--- src/rtl/core/scc_pkg.sv ---
package scc_pkg;

   // Directory geometry
   localparam int ENTRIES      = 64;
   localparam int IDX_W        = $clog2(ENTRIES);
   localparam int SECTOR_BYTES = 512;
   localparam int MAX_RESULTS  = 64;
   localparam int CNT_W        = $clog2(MAX_RESULTS + 1);

   // Field widths
   localparam int CMD_W    = 2;
   localparam int SECTOR_W = 32;
   localparam int ADDR_W   = 32;
   localparam int HOFF_W   = 31;
   localparam int SOFF_W   = 9;
   localparam int LEN_W    = 10;
   localparam int ACT_W    = 3;
   localparam int ENT_W    = 6;

   // Stream payload widths (packed fields, padded to whole bytes)
   localparam int REQ_BITS   = SECTOR_W + ADDR_W + HOFF_W + SOFF_W + LEN_W;
   localparam int REQ_DATA_W = ((REQ_BITS + 7) / 8) * 8;
   localparam int RSP_BITS   = ENT_W + SECTOR_W + SOFF_W + ADDR_W + LEN_W + 1;
   localparam int RSP_DATA_W = ((RSP_BITS + 7) / 8) * 8;

   typedef enum logic [CMD_W-1:0] {
      CMD_READ  = 2'd0,
      CMD_WRITE = 2'd1,
      CMD_FLUSH = 2'd2,
      CMD_NONE  = 2'd3
   } cmd_type;

   typedef enum logic [ACT_W-1:0] {
      ACT_WRITE_BACK = 3'd0,
      ACT_FILL       = 3'd1,
      ACT_TO_HOST    = 3'd2,
      ACT_FROM_HOST  = 3'd3,
      ACT_FLUSH_DONE = 3'd4
   } action_type;

   typedef enum logic [3:0] {
      ST_IDLE,
      ST_LOOKUP,
      ST_SWEEP,
      ST_WB_EMIT,
      ST_FILL,
      ST_COPY,
      ST_FL_SCAN,
      ST_FL_EMIT,
      ST_FL_DONE
   } state_type;

   typedef struct packed {
      cmd_type             cmd;
      logic [SECTOR_W-1:0] sector;
      logic [ADDR_W-1:0]   host_base;
      logic [HOFF_W-1:0]   host_offset;
      logic [SOFF_W-1:0]   sector_offset;
      logic [LEN_W-1:0]    chunk_length;
   } req_type;

   typedef struct packed {
      action_type          action;
      logic [ENT_W-1:0]    entry_index;
      logic [SECTOR_W-1:0] disk_sector;
      logic [SOFF_W-1:0]   cache_byte_offset;
      logic [ADDR_W-1:0]   host_address;
      logic [LEN_W-1:0]    copy_length;
      logic                was_hit;
      logic                last;
   } rsp_type;

endpackage

--- src/rtl/core/scc_ram.sv ---
module scc_ram #(
   parameter int WIDTH = 32,
   parameter int DEPTH = 64,
   parameter int AW    = $clog2(DEPTH)
) (
   input  logic             clock,
   input  logic             wr_en,
   input  logic [AW-1:0]    wr_addr,
   input  logic [WIDTH-1:0] wr_data,
   input  logic [AW-1:0]    rd_addr,
   output logic [WIDTH-1:0] rd_data
);

   logic [WIDTH-1:0] mem_ff [DEPTH];
   logic [WIDTH-1:0] rd_data_ff;

   // One write port, one registered read port
   always_ff @(posedge clock) begin
      if (wr_en) begin
         mem_ff[wr_addr] <= wr_data;
      end
      rd_data_ff <= mem_ff[rd_addr];
   end

   assign rd_data = rd_data_ff;

endmodule

--- src/rtl/core/scc_seq.sv ---
module scc_seq (
   input  logic             clock,
   input  logic             reset,
   input  logic             req_valid,
   output logic             req_ready,
   input  scc_pkg::req_type req_data,
   output logic             res_valid,
   input  logic             res_ready,
   output scc_pkg::rsp_type res_data
);
   import scc_pkg::*;

   localparam logic [IDX_W-1:0] LAST_IDX = IDX_W'(ENTRIES - 1);

   state_type          state_ff, state_in;
   req_type            req_ff, req_in;
   logic [IDX_W-1:0]   ptr_ff, ptr_in;
   logic [IDX_W-1:0]   cmp_ff, cmp_in;
   logic               pend_ff, pend_in;
   logic [IDX_W-1:0]   hand_ff, hand_in;
   logic [IDX_W-1:0]   ent_ff, ent_in;
   logic               hit_ff, hit_in;
   logic [CNT_W-1:0]   wbcnt_ff, wbcnt_in;
   logic [ENTRIES-1:0] valid_ff, valid_in;
   logic [ENTRIES-1:0] dirty_ff, dirty_in;
   logic [ENTRIES-1:0] ref_ff, ref_in;

   logic                ram_we;
   logic [IDX_W-1:0]    ram_rd_addr;
   logic [SECTOR_W-1:0] tag_rd;
   logic [LEN_W:0]      room;
   logic [LEN_W-1:0]    copy_len;
   logic                wb_last;

   // Tag store: one entry read per cycle by the scan/sweep sequencer
   scc_ram #(
      .WIDTH (SECTOR_W),
      .DEPTH (ENTRIES)
   ) u_tags (
      .clock   (clock),
      .wr_en   (ram_we),
      .wr_addr (ent_ff),
      .wr_data (req_ff.sector),
      .rd_addr (ram_rd_addr),
      .rd_data (tag_rd)
   );

   assign ram_rd_addr = (state_ff == ST_SWEEP || state_ff == ST_WB_EMIT) ? hand_ff : ptr_ff;

   // Copy length clipped to the end of the sector
   assign room = (LEN_W+1)'(SECTOR_BYTES) - (LEN_W+1)'(req_ff.sector_offset);
   always_comb begin
      if ((LEN_W+1)'(req_ff.sector_offset) >= (LEN_W+1)'(SECTOR_BYTES)) begin
         copy_len = '0;
      end else if ((LEN_W+1)'(req_ff.chunk_length) > room) begin
         copy_len = room[LEN_W-1:0];
      end else begin
         copy_len = req_ff.chunk_length;
      end
   end

   // Write-back that fills the result budget closes the flush
   assign wb_last = (wbcnt_ff == CNT_W'(MAX_RESULTS - 1));

   // State and directory registers
   always_ff @(posedge clock) begin
      if (reset) begin
         state_ff <= ST_IDLE;
         pend_ff  <= 1'b0;
         hand_ff  <= '0;
         valid_ff <= '0;
         dirty_ff <= '0;
         ref_ff   <= '0;
         wbcnt_ff <= '0;
      end else begin
         state_ff <= state_in;
         pend_ff  <= pend_in;
         hand_ff  <= hand_in;
         valid_ff <= valid_in;
         dirty_ff <= dirty_in;
         ref_ff   <= ref_in;
         wbcnt_ff <= wbcnt_in;
      end
      req_ff <= req_in;
      ptr_ff <= ptr_in;
      cmp_ff <= cmp_in;
      ent_ff <= ent_in;
      hit_ff <= hit_in;
   end

   // Sequencer: next state and results
   always_comb begin
      state_in  = state_ff;
      req_in    = req_ff;
      ptr_in    = ptr_ff;
      cmp_in    = cmp_ff;
      pend_in   = pend_ff;
      hand_in   = hand_ff;
      ent_in    = ent_ff;
      hit_in    = hit_ff;
      wbcnt_in  = wbcnt_ff;
      valid_in  = valid_ff;
      dirty_in  = dirty_ff;
      ref_in    = ref_ff;
      ram_we    = 1'b0;
      req_ready = 1'b0;
      res_valid = 1'b0;
      res_data  = '0;

      unique case (state_ff)
         ST_IDLE: begin
            req_ready = 1'b1;
            if (req_valid) begin
               req_in   = req_data;
               ptr_in   = '0;
               pend_in  = 1'b0;
               wbcnt_in = '0;
               unique case (req_data.cmd)
                  CMD_READ, CMD_WRITE: state_in = ST_LOOKUP;
                  CMD_FLUSH:           state_in = ST_FL_SCAN;
                  default:             state_in = ST_IDLE;
               endcase
            end
         end

         // Read tag at ptr, compare the one read last cycle
         ST_LOOKUP: begin
            ptr_in  = ptr_ff + 1'b1;
            cmp_in  = ptr_ff;
            pend_in = 1'b1;
            if (pend_ff && valid_ff[cmp_ff] && tag_rd == req_ff.sector) begin
               ent_in   = cmp_ff;
               hit_in   = 1'b1;
               state_in = ST_COPY;
            end else if (pend_ff && cmp_ff == LAST_IDX) begin
               hit_in   = 1'b0;
               state_in = ST_SWEEP;
            end
         end

         // Clock hand: clear reference bits until a victim turns up
         ST_SWEEP: begin
            if (ref_ff[hand_ff]) begin
               ref_in[hand_ff] = 1'b0;
               hand_in = (hand_ff == LAST_IDX) ? '0 : hand_ff + 1'b1;
            end else begin
               ent_in   = hand_ff;
               state_in = (valid_ff[hand_ff] && dirty_ff[hand_ff]) ? ST_WB_EMIT : ST_FILL;
            end
         end

         ST_WB_EMIT: begin
            res_valid            = 1'b1;
            res_data.action      = ACT_WRITE_BACK;
            res_data.entry_index = ENT_W'(ent_ff);
            res_data.disk_sector = tag_rd;
            if (res_ready) begin
               state_in = ST_FILL;
            end
         end

         ST_FILL: begin
            res_valid            = 1'b1;
            res_data.action      = ACT_FILL;
            res_data.entry_index = ENT_W'(ent_ff);
            res_data.disk_sector = req_ff.sector;
            if (res_ready) begin
               ram_we           = 1'b1;
               valid_in[ent_ff] = 1'b1;
               dirty_in[ent_ff] = 1'b0;
               state_in         = ST_COPY;
            end
         end

         ST_COPY: begin
            res_valid                  = 1'b1;
            res_data.action            = (req_ff.cmd == CMD_READ) ? ACT_TO_HOST : ACT_FROM_HOST;
            res_data.entry_index       = ENT_W'(ent_ff);
            res_data.cache_byte_offset = req_ff.sector_offset;
            res_data.host_address      = req_ff.host_base + ADDR_W'(req_ff.host_offset);
            res_data.copy_length       = copy_len;
            res_data.was_hit           = hit_ff;
            res_data.last              = 1'b1;
            if (res_ready) begin
               ref_in[ent_ff] = 1'b1;
               if (req_ff.cmd == CMD_WRITE) begin
                  dirty_in[ent_ff] = 1'b1;
               end
               state_in = ST_IDLE;
            end
         end

         // Flush: walk entries in index order
         ST_FL_SCAN: begin
            if (dirty_ff[ptr_ff]) begin
               state_in = ST_FL_EMIT;
            end else if (ptr_ff == LAST_IDX) begin
               state_in = ST_FL_DONE;
            end else begin
               ptr_in = ptr_ff + 1'b1;
            end
         end

         ST_FL_EMIT: begin
            res_valid            = 1'b1;
            res_data.action      = ACT_WRITE_BACK;
            res_data.entry_index = ENT_W'(ptr_ff);
            res_data.disk_sector = tag_rd;
            res_data.last        = wb_last;
            if (res_ready) begin
               dirty_in[ptr_ff] = 1'b0;
               wbcnt_in         = wbcnt_ff + 1'b1;
               if (wb_last) begin
                  state_in = ST_IDLE;
               end else if (ptr_ff == LAST_IDX) begin
                  state_in = ST_FL_DONE;
               end else begin
                  ptr_in   = ptr_ff + 1'b1;
                  state_in = ST_FL_SCAN;
               end
            end
         end

         ST_FL_DONE: begin
            res_valid       = 1'b1;
            res_data.action = ACT_FLUSH_DONE;
            res_data.last   = 1'b1;
            if (res_ready) begin
               state_in = ST_IDLE;
            end
         end

         default: begin
            state_in = ST_IDLE;
         end
      endcase
   end

endmodule

--- src/rtl/core/sector_cache_clock_controller.sv ---
// Sector cache directory with clock replacement, write-back, fully associative.
// Request stream (req_*): one transaction per read, write or flush command;
// req_tuser carries the command. Result stream (rsp_*): one or more result
// transactions per request, rsp_tuser carries the action, rsp_tlast marks the
// final result of a request. An unknown command is dropped without results.
// Once the request is taken, the tag lookup reads one entry per cycle from the
// tag RAM. A hit then issues its copy; a miss runs the clock hand one entry
// per cycle, then write back (if dirty), fill and copy. A flush walks all
// entries one per cycle, pausing at each dirty entry to emit its write-back.
// One request is in work at a time: req_tready is high only between
// requests.
// Results pass through an output register; when the receiver holds
// rsp_tready low the sequencer waits with its next result and nothing is lost.
// Reset clears all valid, dirty and reference bits and the hand; tag contents
// are not cleared since only valid entries are ever compared.
module sector_cache_clock_controller (
   input  logic                           clock,
   input  logic                           reset,
   input  logic                           req_tvalid,
   output logic                           req_tready,
   // sector, host_base, host_offset, sector_offset, chunk_length, zero pad
   input  logic [scc_pkg::REQ_DATA_W-1:0] req_tdata,
   // cmd
   input  logic [scc_pkg::CMD_W-1:0]      req_tuser,
   output logic                           rsp_tvalid,
   input  logic                           rsp_tready,
   // entry_index, disk_sector, cache_byte_offset, host_address, copy_length,
   // was_hit, zero pad
   output logic [scc_pkg::RSP_DATA_W-1:0] rsp_tdata,
   // action
   output logic [scc_pkg::ACT_W-1:0]      rsp_tuser,
   output logic                           rsp_tlast
);
   import scc_pkg::*;

   req_type req;
   rsp_type res;
   logic    res_valid;
   logic    res_ready;
   rsp_type rsp_ff;
   logic    rsp_valid_ff;

   // Unpack request transaction
   assign req.cmd           = cmd_type'(req_tuser);
   assign req.sector        = req_tdata[31:0];
   assign req.host_base     = req_tdata[63:32];
   assign req.host_offset   = req_tdata[94:64];
   assign req.sector_offset = req_tdata[103:95];
   assign req.chunk_length  = req_tdata[113:104];

   scc_seq u_seq (
      .clock     (clock),
      .reset     (reset),
      .req_valid (req_tvalid),
      .req_ready (req_tready),
      .req_data  (req),
      .res_valid (res_valid),
      .res_ready (res_ready),
      .res_data  (res)
   );

   // Output register
   assign res_ready = !rsp_valid_ff || rsp_tready;

   always_ff @(posedge clock) begin
      if (reset) begin
         rsp_valid_ff <= 1'b0;
      end else if (res_ready) begin
         rsp_valid_ff <= res_valid;
      end
      if (res_ready && res_valid) begin
         rsp_ff <= res;
      end
   end

   // Pack result transaction
   assign rsp_tvalid = rsp_valid_ff;
   assign rsp_tuser  = rsp_ff.action;
   assign rsp_tlast  = rsp_ff.last;
   assign rsp_tdata  = {(RSP_DATA_W - RSP_BITS)'(0),
                        rsp_ff.was_hit,
                        rsp_ff.copy_length,
                        rsp_ff.host_address,
                        rsp_ff.cache_byte_offset,
                        rsp_ff.disk_sector,
                        rsp_ff.entry_index};

endmodule
--- config.mk ---
export PLATFORM = sky130hd
export DESIGN_NAME = sector_cache_clock_controller
export DESIGN_NICKNAME = d
export VERILOG_FILES = /design/src/rtl/core/scc_pkg.sv /design/src/rtl/core/scc_ram.sv /design/src/rtl/core/scc_seq.sv /design/src/rtl/core/sector_cache_clock_controller.sv
export SDC_FILE = /design/constraint.sdc
export NUM_CORES = 2
export LEC_CHECK = 0
export BUFFER_PORTS_ARGS = -buffer_cell sky130_fd_sc_hd__buf_2
export CAP_MARGIN = 15
export CORE_MARGIN = 2
export CORE_UTILIZATION = 35
export DETAILED_ROUTE_END_ITERATION = 10
export HOLD_SLACK_MARGIN = 0.1
export SKIP_CTS_REPAIR_TIMING = 1
export SYNTH_ARGS = -nofsm -noshare
export SYNTH_HDL_FRONTEND = slang
export SYNTH_SLANG_ARGS = --single-unit
--- constraint.sdc ---
create_clock -name clock -period 8.8 [get_ports clock]
set_input_delay 0 -clock clock [delete_from_list [all_inputs] [get_ports clock]]
set_output_delay 0 -clock clock [all_outputs]
set_load 0.02 [all_outputs]
==> summary.md <==
| Metric | Value |
|---|---|
| Total Routing Usage GR | 18.9% |
| Share of layout cells above drive strength 1 | 21.7% |
| Core ar. | ~290000 um^2 |
| DRT iter0 DRCs | slightly above 7000 |
| Drt pass-1 iters | 6 |
| Post-Route Skew | between 0.1 and 0.15 ns |
| CTS tree | yes |
| Root buffer cell | clkbuf_16 |
| Tmin final | around 5.4 ns |
| Crit path max fanout | 93 |
| IO Pins | 228 |
| CP Data Required Time | slightly below 10 ns |
| Most frequent cells in the layout | edfxtp_1 (2277), nand2_1 (672), mux4_2 (545) |
| Area Overhead vs Synth | 16.1% |
| WP data arrival | around 6.2 ns |
| Status | completed |
| Avg Inst Size Synth | 17.2 um^2 |
| P per Cell Area | ~310 nW/um^2 |
| Crit share post-route | 61.5% |
| I/O Buffers | 215 |
| Initial antenna violation count | 13 |
| Clk_lat worst skew | just over 0.9 ns |
| Worst-Margin Slew | about 1.2 ns |
| Critical path class | register to register |
| TritonCTS Buffers | roughly 240 |
| Main flop type after synthesis | edfxtp_1 |
| Final HPWL DP | ~150000 um |
| Worst VDD drop | between 200 and 300 uV |
| Die height | ~540 um |
| Vias in the first global route | between 50000 and 60000 |
| Rel. slew slack | between 20% and 30% |
| Final Hold Vio Count | 0 |
| Initial Utilization | roughly a third |
| Crit. End Element | register |
| Via count | between 50000 and 60000 |
| EDFF count, synth | 2277 |
| Max H-tree Level | 4 |
| Remaining DRCs | 0 |
| FMAX | 185 MHz |
| Yosys warning total | 0 |
| Sequential share of the synthesized area | 72.3% |
| Die area | just under 300000 um^2 |
| #FFs+latches synth | 2520 |
| Num rows | about 200 |
| Post-synth ARST share | 0% |
| Chip Width | between 500 and 600 um |
| WHS | a little under 0.2 ns |
| Mapped Area | between 100000 and 150000 um^2 |
| Total wire length | 287000 um |
| DP Worst Slack | 3.39 ns |
| Most common cell after layout, fill and taps aside | edfxtp_1 |
| CTS sink cnt | approximately 2500 |
| Clk slew on worst S/H paths | 0.07 ns |
| DR vias/cell | between 5 and 6 |
| Synth cell types | just over 80 |
| Clock buffer depth | 4 |
| Final slew viol count | 0 |
| Grt ovf | 0 |
| NumNets Final | between 6000 and 7000 |
| Hold Path Class | primary input to register |
| Final worst slack | between 3 and 4 ns |
| Post-route ant nets | 0 |
| Maximum capacitance violations | 0 |
| RSZ-0062 raised after global routing | false |
| Drt wl/cell | between 20 and 30 um |
| Syn Inst Count | around 5900 |
| Routability cong. | between 0.9 and 1 |
| Global-route wire length before repair | about 400000 um |
| Final TNS setup | 0 ns |
| Final setup fails | 0 |
| Startpoint types | register |
| Static leakage | roughly 38 nW |
| Largest net degree at the start of global routing | around 110 |
[worst paths after layout]
| check | startpoint | end | slack, ns | cells past startpoint |
|---|---|---|---|---|
| max | u_seq.state_ff[1] | u_seq.u_tags.rd_data[2] | 3.39 | 9 |
| min | req_tuser[0] | u_seq.state_ff[1] | 0.20 | 6 |
| max reg2reg | u_seq.state_ff[1] | u_seq.u_tags.rd_data[2] | 3.39 | 9 |
| min reg2reg | u_seq.ref_ff[51] | u_seq.ref_ff[51] | 0.48 | 2 |
[stage by stage]
| stage | std cells | area [um^2] | utilization (%) | power, mW |
|---|---|---|---|---|
| global route | 10376 | 118000 | 40.8 | 37.5 |
| finish | 10378 | 118000 | 40.8 | 36.1 |
| CTS | 10135 | 115000 | 40.0 | 36.2 |
| global placement | 9690 | 107000 | 37.3 | 25.7 |
| detailed placement | 9690 | 107000 | 37.3 | 25.8 |
| floorplan | 5894 | 101000 | - | 22.1 |
[per-layer routing]
metal / GRT usage (%) / part of all wire, % / routed length (um) / vias to the layer above
met5: 0 / 0.012 / 34 / -
met4: 5.70 / 3.1 / 8760 / 4
met3: 3.90 / 9.0 / 25900 / 488
met2: 29.4 / 46 / 132000 / 2843
met1: 26.8 / 42 / 120000 / 30569
li1: - / - / - / 24498
[synth_stat cells, types with 7 or more instances]
| cell | count | share of area [%] |
|---|---|---|
| o22ai_1 | 71 | 0.44 |
| nand3b_1 | 11 | 0.082 |
| nand4_1 | 17 | 0.11 |
| xnor2_1 | 20 | 0.17 |
| nand3_1 | 111 | 0.55 |
| xor2_1 | 49 | 0.42 |
| mux4_2 | 545 | 12 |
| ha_1 | 44 | 0.54 |
| a31oi_1 | 72 | 0.44 |
| buf_2 | 70 | 0.35 |
| nand2_1 | 674 | 2.5 |
| o21ai_0 | 164 | 0.81 |
| buf_4 | 55 | 0.41 |
| buf_1 | 31 | 0.11 |
| edfxtp_1 | 2277 | 68 |
| a21oi_1 | 173 | 0.86 |
| and3_1 | 29 | 0.18 |
| dfxtp_1 | 243 | 4.8 |
| o21a_1 | 75 | 0.56 |
| buf_6 | 9 | 0.10 |
| a32oi_1 | 7 | 0.061 |
| a221oi_1 | 24 | 0.21 |
| a21o_1 | 15 | 0.11 |
| nor2_1 | 236 | 0.87 |
| a211oi_1 | 94 | 0.70 |
| a22o_1 | 39 | 0.34 |
| nor3_1 | 70 | 0.35 |
| inv_1 | 28 | 0.10 |
| a22oi_1 | 62 | 0.46 |
| nor3b_1 | 13 | 0.096 |
| and2_1 | 70 | 0.43 |
| or3_1 | 14 | 0.086 |
| nor2b_1 | 19 | 0.12 |
| mux2i_1 | 40 | 0.40 |
| nor4_1 | 15 | 0.093 |
| mux2_2 | 30 | 0.33 |
| a221o_1 | 42 | 0.42 |
| clkbuf_1 | 215 | 0.80 |
| nand2b_1 | 11 | 0.068 |
| or2_2 | 17 | 0.11 |
[cells by family (layout without fill, tap and decap cells)]
logic type / count (synthesis) / count (layout) / share of synthesized area (%)
flops: 2520 / 2520 / 72.3
buf+inv: 410 / 1107 / 1.88
xor+xnor: 69 / 69 / 0.597
other cells: 1 / 12 / 0.00370
mux: 618 / 618 / 12.9
simple gates: 1329 / 1329 / 5.81
fa+ha+maj: 45 / 45 / 0.563
compound gates: 897 / 897 / 5.91
[state kept, by name, indices dropped and copies added, names as in the netlist, 3 cells and up]
register	count
u_seq.ent_ff	6
u_seq.cmp_ff	6
rsp_tuser	3
u_seq.dirty_ff	64
rsp_tdata	90
u_seq.wbcnt_ff	7
u_seq.state_ff	4
u_seq.u_tags.mem_ff	2048
u_seq.hand_ff	6
u_seq.req_ff	116
u_seq.u_tags.rd_data	32
u_seq.ref_ff	64
u_seq.ptr_ff	6
u_seq.valid_ff	64
[power by group]
part	switching, mW	internal (mW)	leakage (nW)
sequential	0.370	14.3	22.5
clock	4.50	5.96	3.83
combinational	6.96	4.00	11.6
total	11.8	24.3	38.0
[worst max-delay path, stage by stage (launching register included)]
cell and delay [ns]:
dfxtp_1 0.64, or3b_1 0.77, mux2i_4 1.04, buf_12 0.55
mux4_2 0.60, nand2_1 0.09, nand2_1 0.05, o21ai_0 0.58
o22ai_1 0.37, a221o_1 0.34
[layout make-up]
class / instances / area (um^2)
antenna: 6 / 15.0
clock buffer: 322 / 6570
clock inverter: 123 / 1330
fill: 25630 / 170000
inverter: 30 / 118
multi-input combinational: 2964 / 26600
sequential: 2520 / 73200
tap: 3781 / 4730
timing repair buffer: 632 / 4950
Power figures use the tool's default switching activity.
